$ cat src/rtl/stsd_pkg.sv
// ----------------------------------------------------------------------------
// Sorted table package
// Shared types, codes and sizes of the sorted table block.
// ----------------------------------------------------------------------------
`timescale 1ns / 1ps

package stsd_pkg;

  // Table size and derived widths.
  localparam int DEPTH = 16;
  localparam int IDX_W = $clog2(DEPTH);
  localparam int CNT_W = $clog2(DEPTH + 1);

  // Field widths of the words on the channels.
  localparam int FUNC_W   = 2;
  localparam int VALUE_W  = 32;
  localparam int STATUS_W = 2;
  localparam int COUNT_W  = 5;

  // Depth of the request queue between front and back.
  localparam int QDEPTH  = 2;
  localparam int QPTR_W  = (QDEPTH > 1) ? $clog2(QDEPTH) : 1;
  localparam int QCNT_W  = $clog2(QDEPTH + 1);

  // Operation codes as they arrive on the input channel.
  localparam logic [FUNC_W-1:0] FUNC_INSERT = 2'd0;
  localparam logic [FUNC_W-1:0] FUNC_SEARCH = 2'd1;
  localparam logic [FUNC_W-1:0] FUNC_DELETE = 2'd2;

  // Decoded operation carried through the queue.
  typedef enum logic [1:0] {
    OP_INSERT,
    OP_SEARCH,
    OP_DELETE,
    OP_NOP
  } op_t;

  // Result status codes.
  typedef enum logic [STATUS_W-1:0] {
    ST_INSERTED  = 2'd0,
    ST_FOUND     = 2'd1,
    ST_NOT_FOUND = 2'd2,
    ST_FULL      = 2'd3
  } status_t;

  // One classified request.
  typedef struct packed {
    op_t                       op;
    logic signed [VALUE_W-1:0] value;
  } req_t;

  // Head of the request queue as seen by the back end.
  typedef struct packed {
    logic valid;
    req_t req;
  } q_out_t;

endpackage

$ cat src/rtl/sorted_table_insert_search_delete.sv
// ----------------------------------------------------------------------------
// Sorted table with insert, search and delete
// Keeps up to DEPTH signed 32-bit values in ascending order, duplicates
// allowed. Each request word returns one result word with a status and the
// entry count after the request. A two-entry request queue lets new words
// be accepted while the table is busy or a result waits to be taken. The
// table sits in a single RAM with one write and one registered read port,
// and the back end visits one entry per cycle: an insert into a table that
// already holds entries walks down past the entries larger than the value,
// a search scans up to the entry where the scan stops, a delete does the
// same and then moves the later entries down, and an insert into an empty
// or a full table, a search or delete on an empty table or an unused code
// goes straight to its result. A word waits in the queue for the words
// ahead of it while the back end is busy or an earlier result waits to be
// taken. No clearing pass is needed after reset.
// ----------------------------------------------------------------------------
`timescale 1ns / 1ps

module sorted_table_insert_search_delete (
  input  logic                                clk,
  input  logic                                rst_n,
  input  logic                                in_valid,
  output logic                                in_stall,
  input  logic [stsd_pkg::FUNC_W-1:0]         in_func,
  input  logic signed [stsd_pkg::VALUE_W-1:0] in_value,
  output logic                                out_valid,
  input  logic                                out_stall,
  output logic [stsd_pkg::STATUS_W-1:0]       out_status,
  output logic [stsd_pkg::COUNT_W-1:0]        out_entry_count
);
  import stsd_pkg::*;

  q_out_t q;
  logic   pop;

  // Front end: decode and queue request words.
  stsd_front u_front (
    .clk      (clk),
    .rst_n    (rst_n),
    .in_valid (in_valid),
    .in_stall (in_stall),
    .in_func  (in_func),
    .in_value (in_value),
    .pop      (pop),
    .q        (q)
  );

  // Back end: table operations and result register.
  stsd_back u_back (
    .clk             (clk),
    .rst_n           (rst_n),
    .q               (q),
    .pop             (pop),
    .out_valid       (out_valid),
    .out_stall       (out_stall),
    .out_status      (out_status),
    .out_entry_count (out_entry_count)
  );

endmodule

$ cat src/rtl/stsd_ram.sv
// ----------------------------------------------------------------------------
// Generic RAM
// One write port and one read port with a registered read.
// ----------------------------------------------------------------------------
`timescale 1ns / 1ps

module stsd_ram #(
  parameter int WIDTH = 32,
  parameter int DEPTH = 16
) (
  input  logic                     clk,
  input  logic                     we,
  input  logic [$clog2(DEPTH)-1:0] waddr,
  input  logic [WIDTH-1:0]         wdata,
  input  logic [$clog2(DEPTH)-1:0] raddr,
  output logic [WIDTH-1:0]         rdata
);

  logic [WIDTH-1:0] mem [DEPTH];
  logic [WIDTH-1:0] rdata_r;

  // Write port and registered read port.
  always_ff @(posedge clk) begin
    if (we) begin
      mem[waddr] <= wdata;
    end
    rdata_r <= mem[raddr];
  end

  assign rdata = rdata_r;

endmodule

$ cat src/rtl/stsd_front.sv
// ----------------------------------------------------------------------------
// Sorted table front end
// Accepts request words, decodes the operation and queues them.
// ----------------------------------------------------------------------------
`timescale 1ns / 1ps

module stsd_front (
  input  logic                                clk,
  input  logic                                rst_n,
  input  logic                                in_valid,
  output logic                                in_stall,
  input  logic [stsd_pkg::FUNC_W-1:0]         in_func,
  input  logic signed [stsd_pkg::VALUE_W-1:0] in_value,
  input  logic                                pop,
  output stsd_pkg::q_out_t                    q
);
  import stsd_pkg::*;

  req_t              q_mem_r [QDEPTH];
  logic [QPTR_W-1:0] wr_ptr_r, wr_ptr_nxt;
  logic [QPTR_W-1:0] rd_ptr_r, rd_ptr_nxt;
  logic [QCNT_W-1:0] q_cnt_r, q_cnt_nxt;
  logic              push;
  logic              do_pop;
  req_t              dec_req;

  // Decode the operation code of the incoming word.
  always_comb begin
    dec_req.value = in_value;
    unique case (in_func)
      FUNC_INSERT: dec_req.op = OP_INSERT;
      FUNC_SEARCH: dec_req.op = OP_SEARCH;
      FUNC_DELETE: dec_req.op = OP_DELETE;
      default:     dec_req.op = OP_NOP;
    endcase
  end

  // Queue handshake: stall while every slot is taken.
  assign in_stall = (q_cnt_r == QCNT_W'(QDEPTH));
  assign push     = in_valid && !in_stall;
  assign do_pop   = pop && (q_cnt_r != '0);

  assign q.valid = (q_cnt_r != '0);
  assign q.req   = q_mem_r[rd_ptr_r];

  // Pointer and fill count updates.
  always_comb begin
    wr_ptr_nxt = wr_ptr_r;
    rd_ptr_nxt = rd_ptr_r;
    q_cnt_nxt  = q_cnt_r;
    if (push) begin
      wr_ptr_nxt = (wr_ptr_r == QPTR_W'(QDEPTH - 1)) ? '0 : wr_ptr_r + QPTR_W'(1);
    end
    if (do_pop) begin
      rd_ptr_nxt = (rd_ptr_r == QPTR_W'(QDEPTH - 1)) ? '0 : rd_ptr_r + QPTR_W'(1);
    end
    if (push && !do_pop) begin
      q_cnt_nxt = q_cnt_r + QCNT_W'(1);
    end else if (do_pop && !push) begin
      q_cnt_nxt = q_cnt_r - QCNT_W'(1);
    end
  end

  always_ff @(posedge clk) begin
    if (!rst_n) begin
      wr_ptr_r <= '0;
      rd_ptr_r <= '0;
      q_cnt_r  <= '0;
    end else begin
      wr_ptr_r <= wr_ptr_nxt;
      rd_ptr_r <= rd_ptr_nxt;
      q_cnt_r  <= q_cnt_nxt;
    end
  end

  // Queue storage needs no reset.
  always_ff @(posedge clk) begin
    if (push) begin
      q_mem_r[wr_ptr_r] <= dec_req;
    end
  end

`ifndef NO_ASSERTIONS
  // The fill count never passes the number of slots.
  a_q_bound: assert property (@(posedge clk) disable iff (!rst_n)
    q_cnt_r <= QCNT_W'(QDEPTH))
    else $error("request queue over capacity");
`endif

endmodule

$ cat src/rtl/stsd_back.sv
// ----------------------------------------------------------------------------
// Sorted table back end
// Runs each queued request against the table RAM and registers the result.
// ----------------------------------------------------------------------------
`timescale 1ns / 1ps

module stsd_back (
  input  logic                                 clk,
  input  logic                                 rst_n,
  input  stsd_pkg::q_out_t                     q,
  output logic                                 pop,
  output logic                                 out_valid,
  input  logic                                 out_stall,
  output logic [stsd_pkg::STATUS_W-1:0]        out_status,
  output logic [stsd_pkg::COUNT_W-1:0]         out_entry_count
);
  import stsd_pkg::*;

  typedef enum logic [2:0] {
    S_IDLE,
    S_INS_CMP,
    S_INS_PUT,
    S_SCAN_CMP,
    S_DEL_MV,
    S_DONE
  } state_t;

  state_t                    state_r, state_nxt;
  op_t                       op_r, op_nxt;
  logic signed [VALUE_W-1:0] value_r, value_nxt;
  logic [IDX_W-1:0]          ptr_r, ptr_nxt;
  logic [CNT_W-1:0]          cnt_r, cnt_nxt;
  status_t                   status_r, status_nxt;
  logic                      out_valid_r, out_valid_nxt;
  status_t                   out_status_r, out_status_nxt;
  logic [COUNT_W-1:0]        out_count_r, out_count_nxt;

  logic                      we;
  logic [IDX_W-1:0]          waddr;
  logic [VALUE_W-1:0]        wdata;
  logic [IDX_W-1:0]          raddr;
  logic [VALUE_W-1:0]        rdata;
  logic signed [VALUE_W-1:0] rd_s;

  logic [IDX_W-1:0]          ptr_inc;
  logic [IDX_W-1:0]          ptr_dec;
  logic [CNT_W-1:0]          ptr_ext1;
  logic [CNT_W-1:0]          ptr_ext2;
  logic [CNT_W-1:0]          cnt_dec;
  logic                      out_free;

  // Table storage.
  stsd_ram #(
    .WIDTH (VALUE_W),
    .DEPTH (DEPTH)
  ) u_ram (
    .clk   (clk),
    .we    (we),
    .waddr (waddr),
    .wdata (wdata),
    .raddr (raddr),
    .rdata (rdata)
  );

  assign rd_s     = $signed(rdata);
  assign ptr_inc  = ptr_r + IDX_W'(1);
  assign ptr_dec  = ptr_r - IDX_W'(1);
  assign ptr_ext1 = CNT_W'(ptr_r) + CNT_W'(1);
  assign ptr_ext2 = CNT_W'(ptr_r) + CNT_W'(2);
  assign cnt_dec  = cnt_r - CNT_W'(1);
  assign out_free = !out_valid_r || !out_stall;

  // Sequencer: an insert walks down from the top entry shifting larger
  // entries up; search and delete walk up from entry zero, and a delete
  // then moves the later entries down one place.
  always_comb begin
    state_nxt      = state_r;
    op_nxt         = op_r;
    value_nxt      = value_r;
    ptr_nxt        = ptr_r;
    cnt_nxt        = cnt_r;
    status_nxt     = status_r;
    out_valid_nxt  = out_valid_r;
    out_status_nxt = out_status_r;
    out_count_nxt  = out_count_r;
    we             = 1'b0;
    waddr          = ptr_r;
    wdata          = value_r;
    raddr          = ptr_r;
    pop            = 1'b0;

    if (out_valid_r && !out_stall) begin
      out_valid_nxt = 1'b0;
    end

    unique case (state_r)
      S_IDLE: begin
        if (q.valid) begin
          pop       = 1'b1;
          op_nxt    = q.req.op;
          value_nxt = q.req.value;
          unique case (q.req.op)
            OP_INSERT: begin
              if (cnt_r == CNT_W'(DEPTH)) begin
                status_nxt = ST_FULL;
                state_nxt  = S_DONE;
              end else if (cnt_r == '0) begin
                we         = 1'b1;
                waddr      = '0;
                wdata      = q.req.value;
                cnt_nxt    = cnt_r + CNT_W'(1);
                status_nxt = ST_INSERTED;
                state_nxt  = S_DONE;
              end else begin
                raddr     = cnt_dec[IDX_W-1:0];
                ptr_nxt   = cnt_dec[IDX_W-1:0];
                state_nxt = S_INS_CMP;
              end
            end
            OP_SEARCH, OP_DELETE: begin
              if (cnt_r == '0) begin
                status_nxt = ST_NOT_FOUND;
                state_nxt  = S_DONE;
              end else begin
                raddr     = '0;
                ptr_nxt   = '0;
                state_nxt = S_SCAN_CMP;
              end
            end
            default: begin
              status_nxt = ST_NOT_FOUND;
              state_nxt  = S_DONE;
            end
          endcase
        end
      end

      // Entry at ptr is in rdata; larger ones move up one place.
      S_INS_CMP: begin
        we    = 1'b1;
        waddr = ptr_inc;
        if (rd_s > value_r) begin
          wdata = rdata;
          if (ptr_r == '0) begin
            state_nxt = S_INS_PUT;
          end else begin
            raddr   = ptr_dec;
            ptr_nxt = ptr_dec;
          end
        end else begin
          wdata      = value_r;
          cnt_nxt    = cnt_r + CNT_W'(1);
          status_nxt = ST_INSERTED;
          state_nxt  = S_DONE;
        end
      end

      // Every entry was larger: the new value goes to the bottom.
      S_INS_PUT: begin
        we         = 1'b1;
        waddr      = '0;
        wdata      = value_r;
        cnt_nxt    = cnt_r + CNT_W'(1);
        status_nxt = ST_INSERTED;
        state_nxt  = S_DONE;
      end

      // Look for the first equal entry, stopping at a larger one.
      S_SCAN_CMP: begin
        if (rd_s == value_r) begin
          if (op_r == OP_DELETE) begin
            if (ptr_ext1 == cnt_r) begin
              cnt_nxt    = cnt_dec;
              status_nxt = ST_FOUND;
              state_nxt  = S_DONE;
            end else begin
              raddr     = ptr_inc;
              state_nxt = S_DEL_MV;
            end
          end else begin
            status_nxt = ST_FOUND;
            state_nxt  = S_DONE;
          end
        end else if (rd_s > value_r || ptr_ext1 == cnt_r) begin
          status_nxt = ST_NOT_FOUND;
          state_nxt  = S_DONE;
        end else begin
          raddr   = ptr_inc;
          ptr_nxt = ptr_inc;
        end
      end

      // Entry at ptr+1 is in rdata; it moves down to ptr.
      S_DEL_MV: begin
        we    = 1'b1;
        waddr = ptr_r;
        wdata = rdata;
        if (ptr_ext2 == cnt_r) begin
          cnt_nxt    = cnt_dec;
          status_nxt = ST_FOUND;
          state_nxt  = S_DONE;
        end else begin
          raddr   = ptr_ext2[IDX_W-1:0];
          ptr_nxt = ptr_inc;
        end
      end

      // Hand the result to the output register once it is free.
      S_DONE: begin
        if (out_free) begin
          out_valid_nxt  = 1'b1;
          out_status_nxt = status_r;
          out_count_nxt  = COUNT_W'(cnt_r);
          state_nxt      = S_IDLE;
        end
      end

      default: begin
        state_nxt = S_IDLE;
      end
    endcase
  end

  always_ff @(posedge clk) begin
    if (!rst_n) begin
      state_r     <= S_IDLE;
      cnt_r       <= '0;
      out_valid_r <= 1'b0;
    end else begin
      state_r     <= state_nxt;
      cnt_r       <= cnt_nxt;
      out_valid_r <= out_valid_nxt;
    end
    op_r         <= op_nxt;
    value_r      <= value_nxt;
    ptr_r        <= ptr_nxt;
    status_r     <= status_nxt;
    out_status_r <= out_status_nxt;
    out_count_r  <= out_count_nxt;
  end

  assign out_valid       = out_valid_r;
  assign out_status      = out_status_r;
  assign out_entry_count = out_count_r;

`ifndef NO_ASSERTIONS
  // The entry count stays within the table.
  a_cnt_bound: assert property (@(posedge clk) disable iff (!rst_n)
    cnt_r <= CNT_W'(DEPTH))
    else $error("entry count beyond table depth");

  // One request changes the entry count by at most one.
  a_cnt_step: assert property (@(posedge clk) disable iff (!rst_n)
    $past(rst_n) |-> (cnt_r == $past(cnt_r) || cnt_r == $past(cnt_r) + CNT_W'(1) ||
                      cnt_r == $past(cnt_r) - CNT_W'(1)))
    else $error("entry count jumped");

  // A scan never reads past the held entries.
  a_scan_in_range: assert property (@(posedge clk) disable iff (!rst_n)
    (state_r == S_SCAN_CMP || state_r == S_INS_CMP) |-> CNT_W'(ptr_r) < cnt_r)
    else $error("table scan beyond held entries");

  // A dropped insert reports a full table.
  a_full_count: assert property (@(posedge clk) disable iff (!rst_n)
    (out_valid_r && out_status_r == ST_FULL) |-> out_count_r == COUNT_W'(DEPTH))
    else $error("full status with a table that is not full");
`endif

endmodule
$ cat config.mk
export PLATFORM = sky130hd
export DESIGN_NAME = sorted_table_insert_search_delete
export DESIGN_NICKNAME = d
export VERILOG_FILES = /design/src/rtl/stsd_pkg.sv /design/src/rtl/sorted_table_insert_search_delete.sv /design/src/rtl/stsd_ram.sv /design/src/rtl/stsd_front.sv /design/src/rtl/stsd_back.sv
export SDC_FILE = /design/constraint.sdc
export NUM_CORES = 1
export LEC_CHECK = 0
export BUFFER_PORTS_ARGS = -buffer_cell sky130_fd_sc_hd__buf_2
export CORE_ASPECT_RATIO = 2
export CORE_MARGIN = 3
export CORE_UTILIZATION = 43
export DETAILED_ROUTE_END_ITERATION = 7
export GPL_ROUTABILITY_DRIVEN = 0
export HOLD_SLACK_MARGIN = 0.15
export PLACE_DENSITY = 0.62
export SLEW_MARGIN = 20
export SYNTH_ARGS = -nofsm -noshare
export SYNTH_HDL_FRONTEND = slang
export SYNTH_SLANG_ARGS = --single-unit
$ cat constraint.sdc
create_clock -name clk -period 5.7 [get_ports clk]
set_input_delay 0.285 -clock clk [delete_from_list [all_inputs] [get_ports clk]]
set_output_delay 0.285 -clock clk [all_outputs]
set_load 0.005 [all_outputs]
==> run_summary.xml <==
<?xml version="1.0" encoding="UTF-8"?>
<metrics>
  <group name="synth">
    <metric name="simple_gate_share_of_the_synthesized_area" unit="">0.0795</metric>
    <metric name="synth_area_in_compound_gates" unit="">0.109</metric>
    <metric name="yosysWarnings" unit="">0</metric>
    <metric name="seq_area_frac_synth" unit="">0.690</metric>
    <metric name="syn_inst" unit="">1895</metric>
    <metric name="syn-cell-area" unit="mm2">0.0286</metric>
    <metric name="synth_ff_type" unit="">edfxtp_1</metric>
    <metric name="synth_top_cell_area_share" unit="">0.658</metric>
    <metric name="synth_top_family_by_area" unit="">compound AO/OA/AOI/OAI gates</metric>
    <metric name="post_synth.cell_area_avg" unit="um2">15.1</metric>
    <metric name="async_reset_ff_frac" unit="">0</metric>
    <metric name="post_synthesis_share_of_cell_area_spent_on_xor_and_xnor_gates" unit="">0.00603</metric>
    <metric name="synth_seq_cells" unit="">673</metric>
    <metric name="yosys-top-cells-area" unit="">edfxtp_1, mux2_2, a221oi_1</metric>
    <metric name="netlist-cell-type-count" unit="">73</metric>
    <metric name="synth_fa_ha_area_frac" unit="">0.0184</metric>
    <metric name="synth_enable_flop_cells" unit="">627</metric>
    <metric name="mappedNetlistNets" unit="">1975</metric>
    <metric name="yosys-mux-area-fraction" unit="">0.0662</metric>
    <metric name="synth_top_area_cell" unit="">edfxtp_1</metric>
  </group>
  <group name="die">
    <metric name="floorplan.die.width" unit="um">188</metric>
    <metric name="initial_core_util" unit="">0.434</metric>
    <metric name="core_area" unit="mm2">0.0659</metric>
    <metric name="die_area" unit="mm2">0.0699</metric>
    <metric name="io-pin-count" unit="">47</metric>
    <metric name="dieHeight" unit="um">371</metric>
    <metric name="row_count" unit="">133</metric>
  </group>
  <group name="worst_setup_path">
    <metric name="path_class" unit="">reg -&gt; reg</metric>
    <metric name="crit_required" unit="ns">6.18</metric>
    <metric name="critical_path_peak_fanout" unit="">60</metric>
    <metric name="setup.worst_path.end_class" unit="">flip-flop</metric>
    <metric name="critical_path.reg2reg.startpoint" unit="">u_back.ptr_r[1]</metric>
    <metric name="arrival" unit="ns">5.40</metric>
    <metric name="worst_setup_path_endpoint" unit="">u_back.u_ram.rdata[26]</metric>
    <metric name="worst-r2r-cell-count" unit="">13</metric>
    <metric name="timing.critical_path.from_type" unit="">flip-flop</metric>
    <metric name="worstSetupStartpoint" unit="">u_back.ptr_r[1]</metric>
    <metric name="r2r-end" unit="">u_back.u_ram.rdata[26]</metric>
    <metric name="reg2reg_slack" unit="ns">0.78</metric>
  </group>
  <group name="routing">
    <metric name="viasPerCell" unit="">6.01</metric>
    <metric name="post_drt_wl_per_cell" unit="um">26.5</metric>
    <metric name="detailroute.via_count" unit="">17319</metric>
    <metric name="detail_route.iter0.violations" unit="">1532</metric>
    <metric name="routed_wirelength" unit="mm">76.5</metric>
    <metric name="drt-pass1-iter-count" unit="">5</metric>
    <metric name="drtAntennaViolNets" unit="">0</metric>
    <metric name="detail_route.drc_violations" unit="">0</metric>
  </group>
  <group name="status">
    <metric name="run_status" unit="">complete, no violations</metric>
  </group>
  <group name="sta">
    <metric name="clock.fmax" unit="MHz">203</metric>
    <metric name="period_utilization" unit="">0.864</metric>
    <metric name="maxSlewViolCount" unit="">0</metric>
    <metric name="timing_worst_slew_pin_value" unit="ns">1.06</metric>
    <metric name="fin_crit" unit="ns">4.92</metric>
    <metric name="setup_failing_eps_final" unit="">0</metric>
    <metric name="grt_setup_unrepaired" unit="">no</metric>
    <metric name="final.setup.tns" unit="ns">0</metric>
    <metric name="maxSlewHeadroom" unit="">0.291</metric>
    <metric name="finClkSkew" unit="ns">0.0234</metric>
    <metric name="hold_viol_final" unit="">0</metric>
  </group>
  <group name="global_route">
    <metric name="grt_antenna_before_repair" unit="">0</metric>
    <metric name="grt_max_degree" unit="">129</metric>
    <metric name="vias_in_the_first_global_route" unit="">17829</metric>
    <metric name="global_route_wire_length_before_repair" unit="mm">112</metric>
    <metric name="overflow" unit="">0</metric>
    <metric name="track_usage" unit="">0.215</metric>
  </group>
  <group name="cells_and_area">
    <metric name="n_antenna_cell" unit="">0</metric>
    <metric name="area_growth_syn_to_layout" unit="%">12.8</metric>
    <metric name="num-fill-cells" unit="">5576</metric>
    <metric name="nNetsFinal" unit="">2040</metric>
    <metric name="final_layout_size_suffix_gt1_frac" unit="">0.198</metric>
    <metric name="post_layout_utilization_of_the_core" unit="">0.490</metric>
  </group>
  <group name="place">
    <metric name="placement.io_buffers" unit="">46</metric>
    <metric name="hpwl" unit="mm">46.6</metric>
  </group>
  <group name="clock_network">
    <metric name="tritoncts" unit="">yes</metric>
    <metric name="clockBufferDepth" unit="">3</metric>
    <metric name="clock_tree.root_cell" unit="">clkbuf_16</metric>
    <metric name="clock_tree.htree_level_count" unit="">2</metric>
    <metric name="numClockSinks" unit="">673</metric>
    <metric name="cts_inserted_buffers" unit="">53</metric>
    <metric name="clock_latency" unit="ns">0.62</metric>
    <metric name="cts.reportedPaths.clkPinSlew" unit="ns">0.07</metric>
  </group>
  <group name="hold_path">
    <metric name="min_delay_worst_type" unit="">in -&gt; reg</metric>
    <metric name="cell_count_of_the_worst_hold_path" unit="">6</metric>
  </group>
  <group name="run">
    <metric name="max_cap_viol_count" unit="">0</metric>
  </group>
</metrics>
## registers in the layout, summed over array words and instances, names as in the netlist, 2 cells and up, named ones only
signal and cells:
u_back.status_r 2, u_back.ptr_r 4, u_back.u_ram.rdata 32, u_back.out_entry_count 5
u_front.q_cnt_r 2, u_back.u_ram.mem 512, u_back.value_r 32, u_back.cnt_r 5
u_front.q_mem_r 68, u_back.state_r 3, u_back.op_r 2, u_back.out_status 2
## cell usage after synthesis (all sizes together), types with 8 or more instances
| master | n |
|---|---|
| a21boi | 8 |
| a21oi | 42 |
| a221o | 31 |
| a221oi | 131 |
| and2 | 139 |
| and3 | 34 |
| buf | 68 |
| clkbuf | 65 |
| dfxtp | 46 |
| edfxtp | 627 |
| ha | 42 |
| inv | 48 |
| mux2 | 163 |
| nand2 | 46 |
| nand3 | 17 |
| nand4 | 9 |
| nor2 | 60 |
| nor2b | 8 |
| nor3 | 8 |
| nor4bb | 32 |
| o21ai | 100 |
| o22ai | 69 |
| xnor2 | 13 |
## worst min path at each step
stage | startpoint | to | slack (ns)
global route | in_value[27] | u_front.q_mem_r[0][27] | 0.38
detailed placement | u_back.status_r[0] | u_back.out_status[0] | 0.42
CTS | in_valid | u_front.q_cnt_r[1] | 0.31
floorplan | in_value[0] | u_front.q_mem_r[0][0] | 0.38
global placement | u_back.status_r[0] | u_back.out_status[0] | 0.42
finish | in_valid | u_front.q_cnt_r[1] | 0.34
## what timing repair did
item                                   CTS  global route
endpoints found under the hold margin   82             0
buffers inserted                         0             0
gates resized for setup                  0             0
hold buffers                            38             0
## kinds of logic after synthesis
logic type | Yosys count
adders and majority gates | 42
xor gates and xnor gates | 18
AOI/OAI and AO/OA | 430
DFF | 673
muxes | 169
and+or+nand+nor | 381
buffers and inverters | 182
## cell usage in the layout, fill, tap and decap left out, types with 5 or more instances in the layout
cell type,netlist,final
a21boi_0,6,6
a21oi_1,42,41
a221o_1,31,31
a221oi_1,131,131
a31oi_1,6,6
and2_1,139,139
and3_1,33,32
buf_12,0,14
buf_2,35,46
buf_4,23,44
bufinv_16,0,6
clkbuf_1,65,13
clkbuf_16,0,53
clkbuf_8,0,7
clkinv_2,0,12
dfxtp_1,46,45
dlygate4sd3_1,0,38
edfxtp_1,627,627
ha_1,42,42
inv_1,48,48
mux2_1,5,5
mux2_2,158,158
mux2i_1,6,6
nand2_1,46,44
nand2b_1,6,6
nand3_1,17,15
nand4_1,8,8
nor2_1,60,40
nor2_4,0,18
nor2b_1,8,8
nor3_1,7,6
nor4bb_1,32,32
o211ai_1,7,7
o21a_1,5,5
o21ai_0,65,64
o21ai_1,35,35
o22ai_1,68,68
or3_1,6,6
xnor2_1,13,13
## critical path, cell delays in order (launching register included)
cell and delay, ns:
edfxtp_1 0.55, ha_1 0.42, xnor2_1 0.38, a221oi_1 0.13
o211ai_1 0.80, nand2_1 0.15, a21oi_1 0.31, a21oi_1 0.14
a211oi_2 0.51, a22o_4 0.37, buf_12 0.31, a221oi_1 0.15
o21ai_1 0.15, nor4bb_1 0.37
## metal layers
metal	track usage	share of wire	up-vias
li1	-	-	7594
met1	0.233	0.35	8780
met2	0.406	0.54	711
met3	0.0255	0.052	234
met4	0.117	0.060	0
met5	0	0	-
## layout make-up
cell class / count / area, um2 / area share
clock inverters: 27 / 324 / 0.0100
flip-flops and latches: 673 / 19800 / 0.612
multi-input cells: 1040 / 8200 / 0.254
clock buffers: 73 / 1470 / 0.0456
repair buffers: 143 / 1230 / 0.0382
well taps: 877 / 1100 / 0.0340
inverters: 49 / 184 / 0.00570
## per-stage QoR
stage          worst slack [ns]  instance area, um2  cells  hold WS [ns]
4_1_cts                   0.904               32300   2882         0.311
2_1_floorplan              1.10               28600   1895         0.384
6_report                  0.777               32300   2882         0.335
3_3_place_gp               1.15               30100   2744         0.417
5_1_grt                   0.514               32300   2882         0.381
3_5_place_dp              0.923               30100   2744         0.418
Power is left out: the tool's default activity adds up to more than one toggle a clock period on the data nets, which glitch-free logic cannot reach.
